===== src/rtl/pfrp_pkg.sv =====
package pfrp_pkg;

    localparam int VIRTUAL_PAGES_DEF = 64;
    localparam int MAX_FRAMES_DEF    = 16;
    localparam int ADDR_W            = 32;
    localparam int CFG_IDX_W         = 3;
    localparam int CFG_DATA_W        = 32;
    localparam int S_TDATA_W         = 40;
    localparam int M_TDATA_W         = 56;
    localparam int OUT_PAGE_W        = 6;

    localparam logic [CFG_IDX_W-1:0] REG_REGION_BASE = 3'd0;
    localparam logic [CFG_IDX_W-1:0] REG_REGION_SIZE = 3'd1;
    localparam logic [CFG_IDX_W-1:0] REG_PAGE_SHIFT  = 3'd2;
    localparam logic [CFG_IDX_W-1:0] REG_FRAME_COUNT = 3'd3;
    localparam logic [CFG_IDX_W-1:0] REG_USE_CLOCK   = 3'd4;

    localparam logic [2:0] CAUSE_RD_ABSENT  = 3'd0;
    localparam logic [2:0] CAUSE_WR_ABSENT  = 3'd1;
    localparam logic [2:0] CAUSE_WR_RDONLY  = 3'd2;
    localparam logic [2:0] CAUSE_RD_TRACKED = 3'd3;
    localparam logic [2:0] CAUSE_WR_TRACKED = 3'd4;
    localparam logic [2:0] CAUSE_OUT_RANGE  = 3'd5;

    localparam logic [1:0] PROT_NO = 2'd0;
    localparam logic [1:0] PROT_RD = 2'd1;
    localparam logic [1:0] PROT_RW = 2'd2;

    typedef enum logic [3:0] {
        ST_IDLE,
        ST_RANGE,
        ST_READ,
        ST_EVAL,
        ST_FIFO_RD,
        ST_FIFO_EV,
        ST_CLK_TOUCH,
        ST_CLK_ISSUE,
        ST_CLK_PAGE,
        ST_COMMIT,
        ST_PHYS,
        ST_EMIT
    } state_t;

    typedef struct packed {
        logic capture;
        logic range_chk;
        logic rd_page;
        logic eval;
        logic fifo_rd;
        logic fifo_evict;
        logic clk_touch;
        logic clk_issue;
        logic clk_step;
        logic commit;
        logic phys;
        logic emit;
    } cmd_t;

    typedef struct packed {
        logic oor;
        logic allowed;
        logic has_frame;
        logic free_frame;
        logic use_clock;
        logic victim_found;
        logic out_free;
    } status_t;

endpackage


===== src/rtl/pfrp_ctrl.sv =====
module pfrp_ctrl (
    input  logic              aclk,
    input  logic              aresetn,
    input  logic              s_tvalid,
    output logic              s_tready,
    input  pfrp_pkg::status_t sts,
    output pfrp_pkg::cmd_t    cmd
);

    pfrp_pkg::state_t state_reg, state_next;

    always_ff @(posedge aclk) begin
        if (!aresetn) begin
            state_reg <= pfrp_pkg::ST_IDLE;
        end else begin
            state_reg <= state_next;
        end
    end

    always_comb begin
        state_next = state_reg;
        unique case (state_reg)
            pfrp_pkg::ST_IDLE: begin
                if (s_tvalid) state_next = pfrp_pkg::ST_RANGE;
            end
            pfrp_pkg::ST_RANGE: state_next = pfrp_pkg::ST_READ;
            pfrp_pkg::ST_READ: begin
                state_next = sts.oor ? pfrp_pkg::ST_EMIT : pfrp_pkg::ST_EVAL;
            end
            pfrp_pkg::ST_EVAL: begin
                priority if (sts.allowed) state_next = pfrp_pkg::ST_IDLE;
                else if (sts.has_frame) state_next = pfrp_pkg::ST_PHYS;
                else if (sts.free_frame) state_next = pfrp_pkg::ST_COMMIT;
                else if (sts.use_clock) state_next = pfrp_pkg::ST_CLK_TOUCH;
                else state_next = pfrp_pkg::ST_FIFO_RD;
            end
            pfrp_pkg::ST_FIFO_RD:   state_next = pfrp_pkg::ST_FIFO_EV;
            pfrp_pkg::ST_FIFO_EV:   state_next = pfrp_pkg::ST_COMMIT;
            pfrp_pkg::ST_CLK_TOUCH: state_next = pfrp_pkg::ST_CLK_ISSUE;
            pfrp_pkg::ST_CLK_ISSUE: state_next = pfrp_pkg::ST_CLK_PAGE;
            pfrp_pkg::ST_CLK_PAGE: begin
                state_next = sts.victim_found ? pfrp_pkg::ST_COMMIT
                                              : pfrp_pkg::ST_CLK_TOUCH;
            end
            pfrp_pkg::ST_COMMIT: state_next = pfrp_pkg::ST_PHYS;
            pfrp_pkg::ST_PHYS:   state_next = pfrp_pkg::ST_EMIT;
            pfrp_pkg::ST_EMIT: begin
                if (sts.out_free) state_next = pfrp_pkg::ST_IDLE;
            end
            default: state_next = pfrp_pkg::ST_IDLE;
        endcase
    end

    always_comb begin
        cmd      = '0;
        s_tready = 1'b0;
        unique case (state_reg)
            pfrp_pkg::ST_IDLE: begin
                s_tready    = 1'b1;
                cmd.capture = s_tvalid;
            end
            pfrp_pkg::ST_RANGE:     cmd.range_chk  = 1'b1;
            pfrp_pkg::ST_READ:      cmd.rd_page    = 1'b1;
            pfrp_pkg::ST_EVAL:      cmd.eval       = 1'b1;
            pfrp_pkg::ST_FIFO_RD:   cmd.fifo_rd    = 1'b1;
            pfrp_pkg::ST_FIFO_EV:   cmd.fifo_evict = 1'b1;
            pfrp_pkg::ST_CLK_TOUCH: cmd.clk_touch  = 1'b1;
            pfrp_pkg::ST_CLK_ISSUE: cmd.clk_issue  = 1'b1;
            pfrp_pkg::ST_CLK_PAGE:  cmd.clk_step   = 1'b1;
            pfrp_pkg::ST_COMMIT:    cmd.commit     = 1'b1;
            pfrp_pkg::ST_PHYS:      cmd.phys       = 1'b1;
            pfrp_pkg::ST_EMIT:      cmd.emit       = sts.out_free;
            default: ;
        endcase
    end

endmodule


===== src/rtl/pfrp_dpath.sv =====
module pfrp_dpath #(
    parameter int VIRTUAL_PAGES = pfrp_pkg::VIRTUAL_PAGES_DEF,
    parameter int MAX_FRAMES    = pfrp_pkg::MAX_FRAMES_DEF
) (
    input  logic                             aclk,
    input  logic                             aresetn,
    input  logic [pfrp_pkg::S_TDATA_W-1:0]   s_tdata,
    output logic                             m_tvalid,
    input  logic                             m_tready,
    output logic [pfrp_pkg::M_TDATA_W-1:0]   m_tdata,
    input  logic                             cfg_wr_en,
    input  logic [pfrp_pkg::CFG_IDX_W-1:0]   cfg_index,
    input  logic [pfrp_pkg::CFG_DATA_W-1:0]  cfg_wr_data,
    input  pfrp_pkg::cmd_t                   cmd,
    output pfrp_pkg::status_t                sts
);

    localparam int PW  = (VIRTUAL_PAGES > 1) ? $clog2(VIRTUAL_PAGES) : 1;
    localparam int CW  = $clog2(VIRTUAL_PAGES + 1);
    localparam int FW  = (MAX_FRAMES > 1) ? $clog2(MAX_FRAMES) : 1;
    localparam int NFW = $clog2(MAX_FRAMES + 1);
    localparam int AW  = pfrp_pkg::ADDR_W;

    typedef struct packed {
        logic [1:0]    prot;
        logic          hf;
        logic [FW-1:0] frame;
        logic          ro;
        logic          refd;
        logic [1:0]    wb;
        logic          listed;
    } rec_t;

    // configuration
    logic [AW-1:0] base_reg, size_reg;
    logic [4:0]    shift_reg, fcount_reg;
    logic          clock_reg;

    always_ff @(posedge aclk) begin
        if (!aresetn) begin
            base_reg   <= '0;
            size_reg   <= 32'd65536;
            shift_reg  <= 5'd12;
            fcount_reg <= 5'd16;
            clock_reg  <= 1'b0;
        end else if (cfg_wr_en) begin
            unique case (cfg_index)
                pfrp_pkg::REG_REGION_BASE: base_reg   <= cfg_wr_data;
                pfrp_pkg::REG_REGION_SIZE: size_reg   <= cfg_wr_data;
                pfrp_pkg::REG_PAGE_SHIFT:  shift_reg  <= cfg_wr_data[4:0];
                pfrp_pkg::REG_FRAME_COUNT: fcount_reg <= cfg_wr_data[4:0];
                pfrp_pkg::REG_USE_CLOCK:   clock_reg  <= cfg_wr_data[0];
                default: ;
            endcase
        end
    end

    // usable frame count: zero acts as one, clamp to the frame pool
    logic [NFW-1:0] nf;
    always_comb begin
        if (fcount_reg == 5'd0) nf = NFW'(1);
        else if (32'(fcount_reg) > 32'(MAX_FRAMES)) nf = NFW'(MAX_FRAMES);
        else nf = NFW'(fcount_reg);
    end

    // item registers
    logic [AW-1:0] addr_reg, off_reg, phys_reg;
    logic          wr_reg, oor_reg;
    logic [PW-1:0] pg_reg, ev_page_reg, cp_reg;
    logic [2:0]    cause_reg;
    logic [FW-1:0] frame_reg;
    logic          ev_valid_reg, dirty_reg, self_reg;
    rec_t          pgnew_reg;

    // table state
    rec_t           page_mem [VIRTUAL_PAGES];
    logic [VIRTUAL_PAGES-1:0] page_vld_reg;
    rec_t           rec_q_reg;
    logic           rec_vq_reg;
    logic [PW-1:0]  touch_mem [VIRTUAL_PAGES];
    logic [PW-1:0]  touch_q_reg;
    logic [PW-1:0]  fifo_mem [MAX_FRAMES];
    logic [PW-1:0]  fifo_q_reg;
    logic [CW-1:0]  count_reg, hand_reg;
    logic [FW-1:0]  head_reg;
    logic [NFW-1:0] used_reg;

    rec_t rec_rd, hit_rec, miss_rec, vic_rec, clk_rec, fin_rec;
    logic [2:0] hit_cause, miss_cause;
    logic [FW-1:0] head_sel;
    logic [NFW:0]  head_inc;
    logic [CW:0]   hand_inc;
    logic          pm_we, pm_re;
    logic [PW-1:0] pm_wa, pm_ra;
    rec_t          pm_wd;

    logic [AW-1:0] rel;
    logic [AW-1:0] pg_full;

    assign rec_rd   = rec_vq_reg ? rec_q_reg : '0;
    assign rel      = addr_reg - base_reg;
    assign pg_full  = rel >> shift_reg;
    assign head_sel = (32'(head_reg) >= 32'(nf)) ? '0 : head_reg;
    assign head_inc = (NFW+1)'(head_sel) + (NFW+1)'(1);
    assign hand_inc = {1'b0, hand_reg} + (CW+1)'(1);

    always_comb begin
        hit_rec   = rec_rd;
        hit_rec.refd = 1'b1;
        hit_cause = pfrp_pkg::CAUSE_WR_TRACKED;
        priority if (rec_rd.ro && wr_reg) begin
            hit_cause    = pfrp_pkg::CAUSE_WR_RDONLY;
            hit_rec.ro   = 1'b0;
            hit_rec.wb   = 2'b11;
            hit_rec.prot = pfrp_pkg::PROT_RW;
        end else if (!wr_reg) begin
            hit_cause    = pfrp_pkg::CAUSE_RD_TRACKED;
            hit_rec.prot = pfrp_pkg::PROT_RD;
        end else begin
            hit_rec.wb   = 2'b11;
            hit_rec.prot = pfrp_pkg::PROT_RW;
        end

        miss_rec = rec_rd;
        miss_rec.refd = 1'b1;
        if (!wr_reg) begin
            miss_cause    = pfrp_pkg::CAUSE_RD_ABSENT;
            miss_rec.ro   = 1'b1;
            miss_rec.prot = pfrp_pkg::PROT_RD;
        end else begin
            miss_cause    = pfrp_pkg::CAUSE_WR_ABSENT;
            miss_rec.wb   = 2'b11;
            miss_rec.prot = pfrp_pkg::PROT_RW;
        end

        // FIFO victim: full reset, keeps its list mark
        vic_rec = (ev_page_reg == pg_reg) ? pgnew_reg : rec_rd;
        vic_rec.prot = pfrp_pkg::PROT_NO;
        vic_rec.hf   = 1'b0;
        vic_rec.ro   = 1'b0;
        vic_rec.refd = 1'b0;
        vic_rec.wb   = 2'b00;

        clk_rec = rec_rd;
        clk_rec.prot = pfrp_pkg::PROT_NO;
        priority if (rec_rd.refd) begin
            clk_rec.refd = 1'b0;
        end else if (rec_rd.wb[1]) begin
            clk_rec.wb = 2'b01;
        end else begin
            clk_rec.wb = 2'b00;
            clk_rec.hf = 1'b0;
        end

        fin_rec = pgnew_reg;
        if (self_reg) begin
            fin_rec.prot = pfrp_pkg::PROT_NO;
            fin_rec.ro   = 1'b0;
            fin_rec.refd = 1'b0;
            fin_rec.wb   = 2'b00;
        end
        fin_rec.hf     = 1'b1;
        fin_rec.frame  = frame_reg;
        fin_rec.listed = 1'b1;
    end

    always_comb begin
        sts.oor          = oor_reg;
        sts.allowed      = (rec_rd.prot >= pfrp_pkg::PROT_RW) ||
                           (rec_rd.prot == pfrp_pkg::PROT_RD && !wr_reg);
        sts.has_frame    = rec_rd.hf;
        sts.free_frame   = used_reg < nf;
        sts.use_clock    = clock_reg;
        sts.victim_found = rec_rd.hf && !rec_rd.refd && !rec_rd.wb[1];
        sts.out_free     = !m_tvalid || m_tready;
    end

    // page table port selection
    always_comb begin
        pm_we = 1'b0;
        pm_wa = pg_reg;
        pm_wd = fin_rec;
        pm_re = cmd.rd_page || cmd.fifo_rd || cmd.clk_issue;
        pm_ra = pg_reg;
        if (cmd.fifo_rd) pm_ra = fifo_q_reg;
        if (cmd.clk_issue) pm_ra = touch_q_reg;
        if (cmd.eval && !sts.allowed && rec_rd.hf) begin
            pm_we = 1'b1;
            pm_wd = hit_rec;
        end
        if (cmd.fifo_evict && ev_page_reg != pg_reg) begin
            pm_we = 1'b1;
            pm_wa = ev_page_reg;
            pm_wd = vic_rec;
        end
        if (cmd.clk_step && rec_rd.hf) begin
            pm_we = 1'b1;
            pm_wa = cp_reg;
            pm_wd = clk_rec;
        end
        if (cmd.commit) pm_we = 1'b1;
    end

    always_ff @(posedge aclk) begin
        if (pm_we) page_mem[pm_wa] <= pm_wd;
        if (pm_re) begin
            rec_q_reg  <= page_mem[pm_ra];
            rec_vq_reg <= page_vld_reg[pm_ra];
        end
        if (cmd.clk_touch) touch_q_reg <= touch_mem[hand_reg[PW-1:0]];
        if (cmd.commit && !pgnew_reg.listed) touch_mem[count_reg[PW-1:0]] <= pg_reg;
        if (cmd.eval) fifo_q_reg <= fifo_mem[head_sel];
        if (cmd.commit) fifo_mem[frame_reg] <= pg_reg;
    end

    // control state of the table
    always_ff @(posedge aclk) begin
        if (!aresetn) begin
            page_vld_reg <= '0;
            count_reg    <= '0;
            hand_reg     <= '0;
            head_reg     <= '0;
            used_reg     <= '0;
        end else begin
            if (pm_we) page_vld_reg[pm_wa] <= 1'b1;
            if (cmd.commit && !pgnew_reg.listed) count_reg <= count_reg + CW'(1);
            if (cmd.eval && !sts.allowed && !rec_rd.hf) begin
                if (sts.free_frame) begin
                    used_reg <= used_reg + NFW'(1);
                end else if (clock_reg) begin
                    if (hand_reg >= count_reg) hand_reg <= '0;
                end else begin
                    head_reg <= (head_inc >= (NFW+1)'(nf)) ? '0 : FW'(head_inc);
                end
            end
            if (cmd.clk_touch) begin
                hand_reg <= (hand_inc >= {1'b0, count_reg}) ? '0 : CW'(hand_inc);
            end
        end
    end

    // item datapath
    always_ff @(posedge aclk) begin
        if (cmd.capture) begin
            addr_reg     <= s_tdata[AW-1:0];
            wr_reg       <= s_tdata[AW];
            cause_reg    <= pfrp_pkg::CAUSE_OUT_RANGE;
            frame_reg    <= '0;
            ev_valid_reg <= 1'b0;
            ev_page_reg  <= '0;
            dirty_reg    <= 1'b0;
            self_reg     <= 1'b0;
            phys_reg     <= '0;
        end
        if (cmd.range_chk) begin
            oor_reg <= (addr_reg < base_reg) || (rel >= size_reg) ||
                       (pg_full >= AW'(VIRTUAL_PAGES));
            pg_reg  <= pg_full[PW-1:0];
            off_reg <= rel & ~({AW{1'b1}} << shift_reg);
        end
        if (cmd.eval && !sts.allowed) begin
            if (rec_rd.hf) begin
                cause_reg <= hit_cause;
                frame_reg <= rec_rd.frame;
            end else begin
                cause_reg <= miss_cause;
                pgnew_reg <= miss_rec;
                if (sts.free_frame) begin
                    frame_reg <= FW'(used_reg);
                end else if (!clock_reg) begin
                    frame_reg    <= head_sel;
                    ev_valid_reg <= 1'b1;
                end
            end
        end
        if (cmd.fifo_rd) ev_page_reg <= fifo_q_reg;
        if (cmd.fifo_evict) begin
            dirty_reg <= ((ev_page_reg == pg_reg) ? pgnew_reg.wb : rec_rd.wb) != 2'b00;
            self_reg  <= ev_page_reg == pg_reg;
        end
        if (cmd.clk_issue) cp_reg <= touch_q_reg;
        if (cmd.clk_step && sts.victim_found) begin
            dirty_reg    <= rec_rd.wb[0];
            ev_page_reg  <= cp_reg;
            ev_valid_reg <= 1'b1;
            frame_reg    <= rec_rd.frame;
        end
        if (cmd.phys) phys_reg <= (AW'(frame_reg) << shift_reg) + off_reg;
    end

    // result register
    localparam int OUTW = pfrp_pkg::M_TDATA_W;
    logic                  m_valid_reg;
    logic [OUTW-1:0]       m_data_reg;

    always_ff @(posedge aclk) begin
        if (!aresetn) begin
            m_valid_reg <= 1'b0;
        end else if (cmd.emit) begin
            m_valid_reg <= 1'b1;
        end else if (m_tready) begin
            m_valid_reg <= 1'b0;
        end
    end

    always_ff @(posedge aclk) begin
        if (cmd.emit) begin
            m_data_reg <= {7'b0, phys_reg, dirty_reg,
                           pfrp_pkg::OUT_PAGE_W'(ev_page_reg), ev_valid_reg, cause_reg,
                           oor_reg ? pfrp_pkg::OUT_PAGE_W'(0)
                                   : pfrp_pkg::OUT_PAGE_W'(pg_reg)};
        end
    end

    assign m_tvalid = m_valid_reg;
    assign m_tdata  = m_data_reg;

`ifndef ASSERT_OFF
    a_count_bound: assert property (@(posedge aclk) disable iff (!aresetn)
        count_reg <= CW'(VIRTUAL_PAGES))
        else $error("touch list overflow");
    a_used_bound: assert property (@(posedge aclk) disable iff (!aresetn)
        32'(used_reg) <= 32'(MAX_FRAMES))
        else $error("frame use count overflow");
    a_evict_cause: assert property (@(posedge aclk) disable iff (!aresetn)
        cmd.emit && ev_valid_reg |->
            (cause_reg == pfrp_pkg::CAUSE_RD_ABSENT ||
             cause_reg == pfrp_pkg::CAUSE_WR_ABSENT))
        else $error("eviction on a fault without replacement");
    a_oor_clean: assert property (@(posedge aclk) disable iff (!aresetn)
        cmd.emit && oor_reg |-> !ev_valid_reg && phys_reg == '0 &&
            cause_reg == pfrp_pkg::CAUSE_OUT_RANGE)
        else $error("out of range report carries data");
`endif

endmodule


===== src/rtl/page_fault_replacement_policy_core.sv =====
// Channel | Direction | Handshake         | Payload
// s_      | in        | s_tvalid/s_tready | s_tdata: access_address[31:0], is_write[32]
// m_      | out       | m_tvalid/m_tready | m_tdata: fault report, see port
// cfg_    | in        | cfg_wr_en         | cfg_index, cfg_wr_data
//
// One item at a time: a new access is accepted only in the idle state. A clock
// eviction moves the hand over the listed pages until it finds a victim: each visit
// is a list read then a page table read through the one read port of the page memory.
// Reset (aresetn, synchronous, low) empties the page table through per-page
// valid bits, with no clearing pass. A stalled result holds the next
// report in the emit state until m_tready.
module page_fault_replacement_policy_core #(
    parameter int VIRTUAL_PAGES = pfrp_pkg::VIRTUAL_PAGES_DEF,
    parameter int MAX_FRAMES    = pfrp_pkg::MAX_FRAMES_DEF
) (
    input  logic                            aclk,
    input  logic                            aresetn,
    input  logic                            s_tvalid,
    output logic                            s_tready,
    // [31:0] access_address, [32] is_write, [39:33] zero
    input  logic [pfrp_pkg::S_TDATA_W-1:0]  s_tdata,
    output logic                            m_tvalid,
    input  logic                            m_tready,
    // [5:0] virtual_page, [8:6] cause, [9] evicted_valid, [15:10] evicted_page,
    // [16] write_back, [48:17] physical_address, [55:49] zero
    output logic [pfrp_pkg::M_TDATA_W-1:0]  m_tdata,
    input  logic                            cfg_wr_en,
    input  logic [pfrp_pkg::CFG_IDX_W-1:0]  cfg_index,
    input  logic [pfrp_pkg::CFG_DATA_W-1:0] cfg_wr_data
);

    pfrp_pkg::cmd_t    cmd;
    pfrp_pkg::status_t sts;

    pfrp_ctrl u_ctrl (
        .aclk     (aclk),
        .aresetn  (aresetn),
        .s_tvalid (s_tvalid),
        .s_tready (s_tready),
        .sts      (sts),
        .cmd      (cmd)
    );

    pfrp_dpath #(
        .VIRTUAL_PAGES (VIRTUAL_PAGES),
        .MAX_FRAMES    (MAX_FRAMES)
    ) u_dpath (
        .aclk        (aclk),
        .aresetn     (aresetn),
        .s_tdata     (s_tdata),
        .m_tvalid    (m_tvalid),
        .m_tready    (m_tready),
        .m_tdata     (m_tdata),
        .cfg_wr_en   (cfg_wr_en),
        .cfg_index   (cfg_index),
        .cfg_wr_data (cfg_wr_data),
        .cmd         (cmd),
        .sts         (sts)
    );

endmodule


===== config.mk =====
export PLATFORM = sky130hd
export DESIGN_NAME = page_fault_replacement_policy_core
export DESIGN_NICKNAME = d
export VERILOG_FILES = /design/src/rtl/pfrp_pkg.sv /design/src/rtl/pfrp_ctrl.sv /design/src/rtl/pfrp_dpath.sv /design/src/rtl/page_fault_replacement_policy_core.sv
export SDC_FILE = /design/constraint.sdc
export NUM_CORES = 2
export LEC_CHECK = 0
export BUFFER_PORTS_ARGS = -buffer_cell sky130_fd_sc_hd__buf_4
export CAP_MARGIN = 25
export CELL_PAD_IN_SITES_DETAIL_PLACEMENT = 1
export CELL_PAD_IN_SITES_GLOBAL_PLACEMENT = 1
export CORE_ASPECT_RATIO = 0.6
export CORE_UTILIZATION = 45
export DETAILED_ROUTE_END_ITERATION = 8
export GPL_TIMING_DRIVEN = 0
export PLACE_DENSITY_LB_ADDON = 0.1
export SLEW_MARGIN = 5
export SYNTH_ARGS = -nofsm -noshare
export SYNTH_HDL_FRONTEND = slang
export SYNTH_SLANG_ARGS = --single-unit

===== constraint.sdc =====
create_clock -name aclk -period 6.7 [get_ports aclk]
set_input_delay 0.335 -clock aclk [delete_from_list [all_inputs] [get_ports aclk]]
set_output_delay 0.335 -clock aclk [all_outputs]
set_load 0.02 [all_outputs]

Word-level counts from Yosys, hierarchy flattened --
Memory sizes are Yosys's and may differ from the RTL's. A register that Yosys moved wholly into a read port is not among the register bits. Index checks and enable logic that the tools add are counted.
Operators by class: add/sub/neg operators 6, multiply operators 0, div/mod/pow operators 0, $lt $le $gt $ge 13, equality and inequality tests 21, shift operators 3, muxes and demuxes 95, bitwise operators 6, reductions and logical operators 48
Operator list (number):
- $mux W32 | 2
- $mux W4 | 16
- $or A64 B64 Y64 | 1
- $mux W12 | 4
- $pmux W4 S12 | 1
- $mux W6 | 7
- $mux W7 | 6
- $mux W1 | 41
- $add A32 B32 Y32 | 1
- $and A32 B32 Y32 | 1
- $ge A32 B32 Y1 | 1
- $ge A32 B7 Y1 const B | 1
- $lt A32 B32 Y1 | 1
- $not A32 Y32 | 1
- $shl A32 B5 Y32 const A | 1
- $shl A4 B5 Y32 | 1
- $shr A32 B5 Y32 | 1
- $sub A32 B32 Y32 | 1
- $eq A4 B3 Y1 const B | 4
- $eq A4 B4 Y1 const B | 4
- $mux W2 | 8
- $reduce_and A2 Y1 | 8
- $reduce_bool A2 Y1 | 8
- $mux W3 | 5
- 37 further kinds | 67
Storage, ports and cells: flip-flop bits (word level) 353, bits in latches 0, bits in writable memories 1248, bits in read-only memories 0, bits of input ports 80, output and inout bits 58, word-level logic and storage cells 228, memories kept 3
Memory list:
- u_dpath.page_mem | depth 64, bits a word 12, read ports 1, clocked after memory_dff 1, write ports 1, line pfrp_dpath.sv:76 | rec_t page_mem [VIRTUAL_PAGES];
- u_dpath.touch_mem | depth 64, bits a word 6, read ports 1, clocked after memory_dff 1, write ports 1, line pfrp_dpath.sv:80 | logic [PW-1:0] touch_mem [VIRTUAL_PAGES];
- u_dpath.fifo_mem | depth 16, bits a word 6, read ports 1, clocked after memory_dff 1, write ports 1, line pfrp_dpath.sv:82 | logic [PW-1:0] fifo_mem [MAX_FRAMES];

Logic depth before layout (Yosys ltp) --
word-level depth 13, gate-level depth with buffers 24, depth with buffers taken out 24

Cells and area by module --
Synthesis repeated with hierarchy kept, for this count alone.
Unflattened totals: cells, all modules 4502, area total of the unflattened synthesis 69775.7 um^2
Modules (own cells, without submodules):
- pfrp_dpath | times used 1, cells an instance 4435, area each 69365.3 um^2, seq. area each 46844.9 um^2
- pfrp_ctrl | times used 1, cells an instance 67, area each 410.4 um^2, seq. area each 80.1 um^2

Worst setup path before layout --
OpenSTA, ideal clock, no wires.
path kind flip-flop to flip-flop, from register u_dpath.pg_reg[2], to memory u_dpath.page_mem[0][1] (netlist bit) (data pin), arrival 4.847 ns, required time 5.998 ns, slack 1.152 ns, stages on the path, launching flop included 8, path buffers 0, cells stage by stage edfxtp_1 xnor2_1 nand4_1 nor3_1 nor2_1 or2_2 a21o_1 o21ai_0
RTL lines:
- from (decl) | line pfrp_dpath.sv:69 | logic [PW-1:0] pg_reg, ev_page_reg, cp_reg;
- from (signal assigned) | line pfrp_dpath.sv:258 | pg_reg <= pg_full[PW-1:0];
- to (decl) | line pfrp_dpath.sv:76

Final worst setup path --
from register u_ctrl.state_reg[3], to register, netlist name u_dpath.rec_q_reg[8]
Between the ends: word-level cells in the longest chain between the ends 4
Ends and longest elaborated chain:
- from (decl) | line pfrp_ctrl.sv:10 | pfrp_pkg::state_t state_reg, state_next;
- from (signal assigned) | line pfrp_ctrl.sv:14 | state_reg <= pfrp_pkg::ST_IDLE;
- from (signal assigned) | line pfrp_ctrl.sv:16 | state_reg <= state_next;
- $eq A4 B3 Y1 or $eq A4 B2 Y1 (tied branches) | line pfrp_ctrl.sv:57 | unique case (state_reg)
- $mux W1 | line pfrp_ctrl.sv:57
- $mux W6 or $logic_or A1 B1 Y1 (tied branches) | line pfrp_dpath.sv:185, pfrp_dpath.sv:183
- $mux W6 or $logic_or A1 B1 Y1 (tied branches) | line pfrp_dpath.sv:186, pfrp_dpath.sv:183
Parallel ways exist; a longest one is shown, timed or not. A chain may end at the register's enable or synchronous reset.

==> impl_results.md <==
- Fin cells: around 7800
- First-pass GRT wire length: between 300000 and 400000 um
- Worst hold stages: 2
- Logic gate share of total power: 34.3%
- Largest family of logic cells by synthesized area: multiplexers
- Power share of the clock group: a little over a quarter
- Clk slew on worst S/H paths: roughly 0.07 ns
- Number of remaining DRC errors: 0
- Max-Cap Viols: 0
- Power share of the sequential group: a little under two fifths
- Mux contribution to synthesized area: 11.7%
- Worst hold path endpoint: u_dpath.base_reg[1]$_SDFFE_PN0P_
- Synth area leader: edfxtp_1
- Die X: just over 500 um
- Final Core Density: 52.6%
- Final GP Congestion: slightly above 0.9
- Area grow syn2layout: 15.9%
- Max VDD drop: ~0.0003 V
- Yosys cell types: between 80 and 90
- FILL cells: 15200
- Most common cell after layout, fill and taps aside: edfxtp_1
- 1st-iter DRT viols: roughly 4600
- Crit end category: flop
- FF-to-FF path depth: 14
- Core Area: 156000 um2
- PD cells: 395 nW/um2
- DP Cell Count: between 7000 and 8000
- FF-to-FF End: u_dpath.rec_q_reg[8]$_DFFE_PP_
- Syn Inst Count: 5040
- H-tree levels: 4
- IO buf count: around 120
- Async SR Flop Fraction: 0%
- Final nets: approximately 5700
- Reg-to-reg slack, setup: slightly below 0.3 ns
- CTS root buffer: clkbuf_16
- Fin Setup TNS: 0 ns
- Largest net degree at the start of global routing: 65
- 1st-pass router iterations: 6
- Switching pwr: 11.8 mW
- Leakage: roughly 28 nW
- Die Y: roughly 310 um
- Unrepaired setup endpoints after global routing: no
- Status: completed
- Worst r2r src: u_ctrl.state_reg[3]$_SDFFE_PN0P_
- Initial core utilization: between 40 and 50%
- Max-slew violations: 0
- Setup Viol. Count Final: 0
- Seq/Total Area, Yosys: 66.4%
- DR WL/cell: approximately 29 um
- Fin. Hold Viols: 0
- CP startpoint kind: flop
- Post-synthesis xor/xnor area fraction: less than 1%
- Vias in the first global route: approximately 46000
- Largest Register: u_dpath.page_mem
- Ports: roughly 140
- Largest register FFs: ~770
- Simple-Gate Fraction of Synth Area: under 10%
- Total Power: 32.4 mW
- Syn. warnings: 0
- Final Cycle Share: around 96%
- Top-area cell type share of the netlist area: between 60% and 70%
- Fin crit period: ~6.4 ns
- Initial antenna violation count: 11
- Slew @ Worst Pin: about 1.2 ns
- Most frequent cells in the layout: edfxtp_1 (1448), nand2_1 (447), nor2_1 (433)
- Worst Skew: about 0.030 ns
- Post-Syn Area per Cell: 14.0 um2
- EDFF count, synth: about 1400
- CP required: 7.18 ns
- TritonCTS clock tree: built
- Die footprint: between 150000 and 200000 um2
- Via count: 45500
- Hpwl dp: 159000 um
- Synth Area in Adders: between 2 and 2.5%
- Ys flop type: edfxtp_1
- DR vias/cell: 5.86
- Max Clk Rate: 156 MHz
- Final WL: 222000 um
- Synthesized area: between 70000 and 80000 um2
- Seq cells post-synth: about 1600
- Worst hold path class: input pin to flop
- HP Start: aresetn
- Grt ovf: 0
- TritonCTS buffer count: around 160
- Total track usage: 27.9%
- Net Sw Frac: approximately 37%
- Clock Path Buffers: 3
- Share of layout cells above drive strength 1: between 10% and 20%
- Ranking of synthesized cells by area: edfxtp_1 (61%), dfxtp_1 (4.9%), mux4_2 (4.4%), mux2i_1 (3.7%), mux2_2 (3.6%)
- Crit Path Max Fanout: 10
- Worst relative slew slack: about 22%
- Row count: approximately 110
- P_int: around 20 mW
- Compound-cell area share of the yosys netlist: 9.27%
- Endpoint arrival time on the critical path: 6.88 ns
- Clk Latency, worst-skew pair: 0.79 ns
- Crit path kind: flop to flop
- WHS: slightly below 0.05 ns
- DRT antenna net count: 0
- Clock sinks: between 1500 and 2000
## critical path, stage by stage (launching register included)
cell and delay [ns]:
dfxtp_1 0.38, nand2b_1 0.18, clkbuf_1 0.24, nor3_1 0.21
a21oi_1 0.07, o221ai_1 0.81, clkbuf_1 0.83, clkbuf_1 0.79
clkbuf_1 0.83, nand2_1 0.09, o21ai_0 0.14, a211oi_1 0.21
a211oi_1 0.67, a211oi_1 0.11, a21oi_1 0.55
## Yosys cell counts (26+ instances only)
library cell,instances
a211oi_1,220
a21boi_0,73
a21o_1,45
a21oi_1,242
a31oi_1,26
and2_1,31
buf_1,55
buf_2,28
clkbuf_1,194
dfxtp_1,172
edfxtp_1,1448
ha_1,124
inv_1,118
mux2_2,226
mux2i_1,258
mux4_2,139
nand2_1,448
nand3_1,72
nor2_1,440
nor2b_1,51
nor3_1,44
o21a_1,80
o21ai_0,199
xnor2_1,39
xor2_1,29
## how the worst max path moves through the flow
stage | to | slack, ns | cells after the start | start
CTS | u_dpath.phys_reg[31]$_SDFFCE_PN0P_ | 0.01 | 21 | u_dpath.shift_reg[1]$_SDFFE_PN0P_
global placement | u_dpath.page_mem[10][6]$_DFFE_PP_ | -6.34 | 7 | u_dpath.pg_reg[3]$_DFFE_PP_
finish | u_dpath.rec_q_reg[8]$_DFFE_PP_ | 0.29 | 14 | u_ctrl.state_reg[3]$_SDFFE_PN0P_
global route | u_dpath.phys_reg[31]$_SDFFCE_PN0P_ | 0.02 | 21 | u_dpath.shift_reg[1]$_SDFFE_PN0P_
detailed placement | u_dpath.phys_reg[31]$_SDFFCE_PN0P_ | 0.07 | 21 | u_dpath.shift_reg[1]$_SDFFE_PN0P_
floorplan | u_dpath.page_mem[0][1]$_DFFE_PP_ | 1.15 | 7 | u_dpath.pg_reg[2]$_DFFE_PP_
## cell type report
| class | count | area (um2) | area share (%) |
|---|---|---|---|
| sequential | 1620 | 46900 | 57.3 |
| multi-input combinational | 3022 | 22400 | 27.3 |
| clock buffer | 213 | 4290 | 5.23 |
| timing repair buffer | 310 | 3460 | 4.22 |
| tap | 2109 | 2640 | 3.22 |
| buffer | 285 | 1140 | 1.40 |
| clock inverter | 75 | 702 | 0.856 |
| inverter | 119 | 449 | 0.548 |
| antenna | 2 | 5.00 | 0.00611 |
## power by group through the flow
stage          Clock [mW]  Combinational (mW)  Sequential [mW]
2_1_floorplan           0                5.84             12.7
3_3_place_gp            0                9.63             13.2
3_5_place_dp            0                10.8             12.7
4_1_cts              8.97                10.9             12.4
5_1_grt              9.31                11.6             12.5
6_report             8.85                11.1             12.4
## cells by family after synthesis
kind of cell,Yosys count
and+or+nand+nor,1185
buffers and inverters,404
AOI/OAI and AO/OA,1007
DFF,1620
muxes,623
adders and majority gates,129
other,1
xor gates and xnor gates,71
## metal layers
layer  share of wire [%]  track usage (%)  vias to the layer above  routed length, um
li1                    -                -                    20100                  -
met1                  48             42.3                    23500             106000
met2                  42             40.2                     1594              93800
met3                 7.8             6.10                      265              17300
met4                 2.3             7.31                        0               5220
met5                   0                0                        -                  0
## per-stage QoR
step	area, um2	worst slack [ns]
finish	82000	0.291
global route	82000	0.0161
CTS	81900	0.0136
detailed placement	76200	0.0680
global placement	74300	-6.34
floorplan	70700	1.15
## repair_timing
action / in CTS / in global routing
endpoints found under the hold margin: 110 / 0
endpoints found under the setup margin: 0 / 2
resized for setup: 0 / 9
hold buffers: 69 / 0
setup buffers: 0 / 0
(Power assumes the default switching activity.)
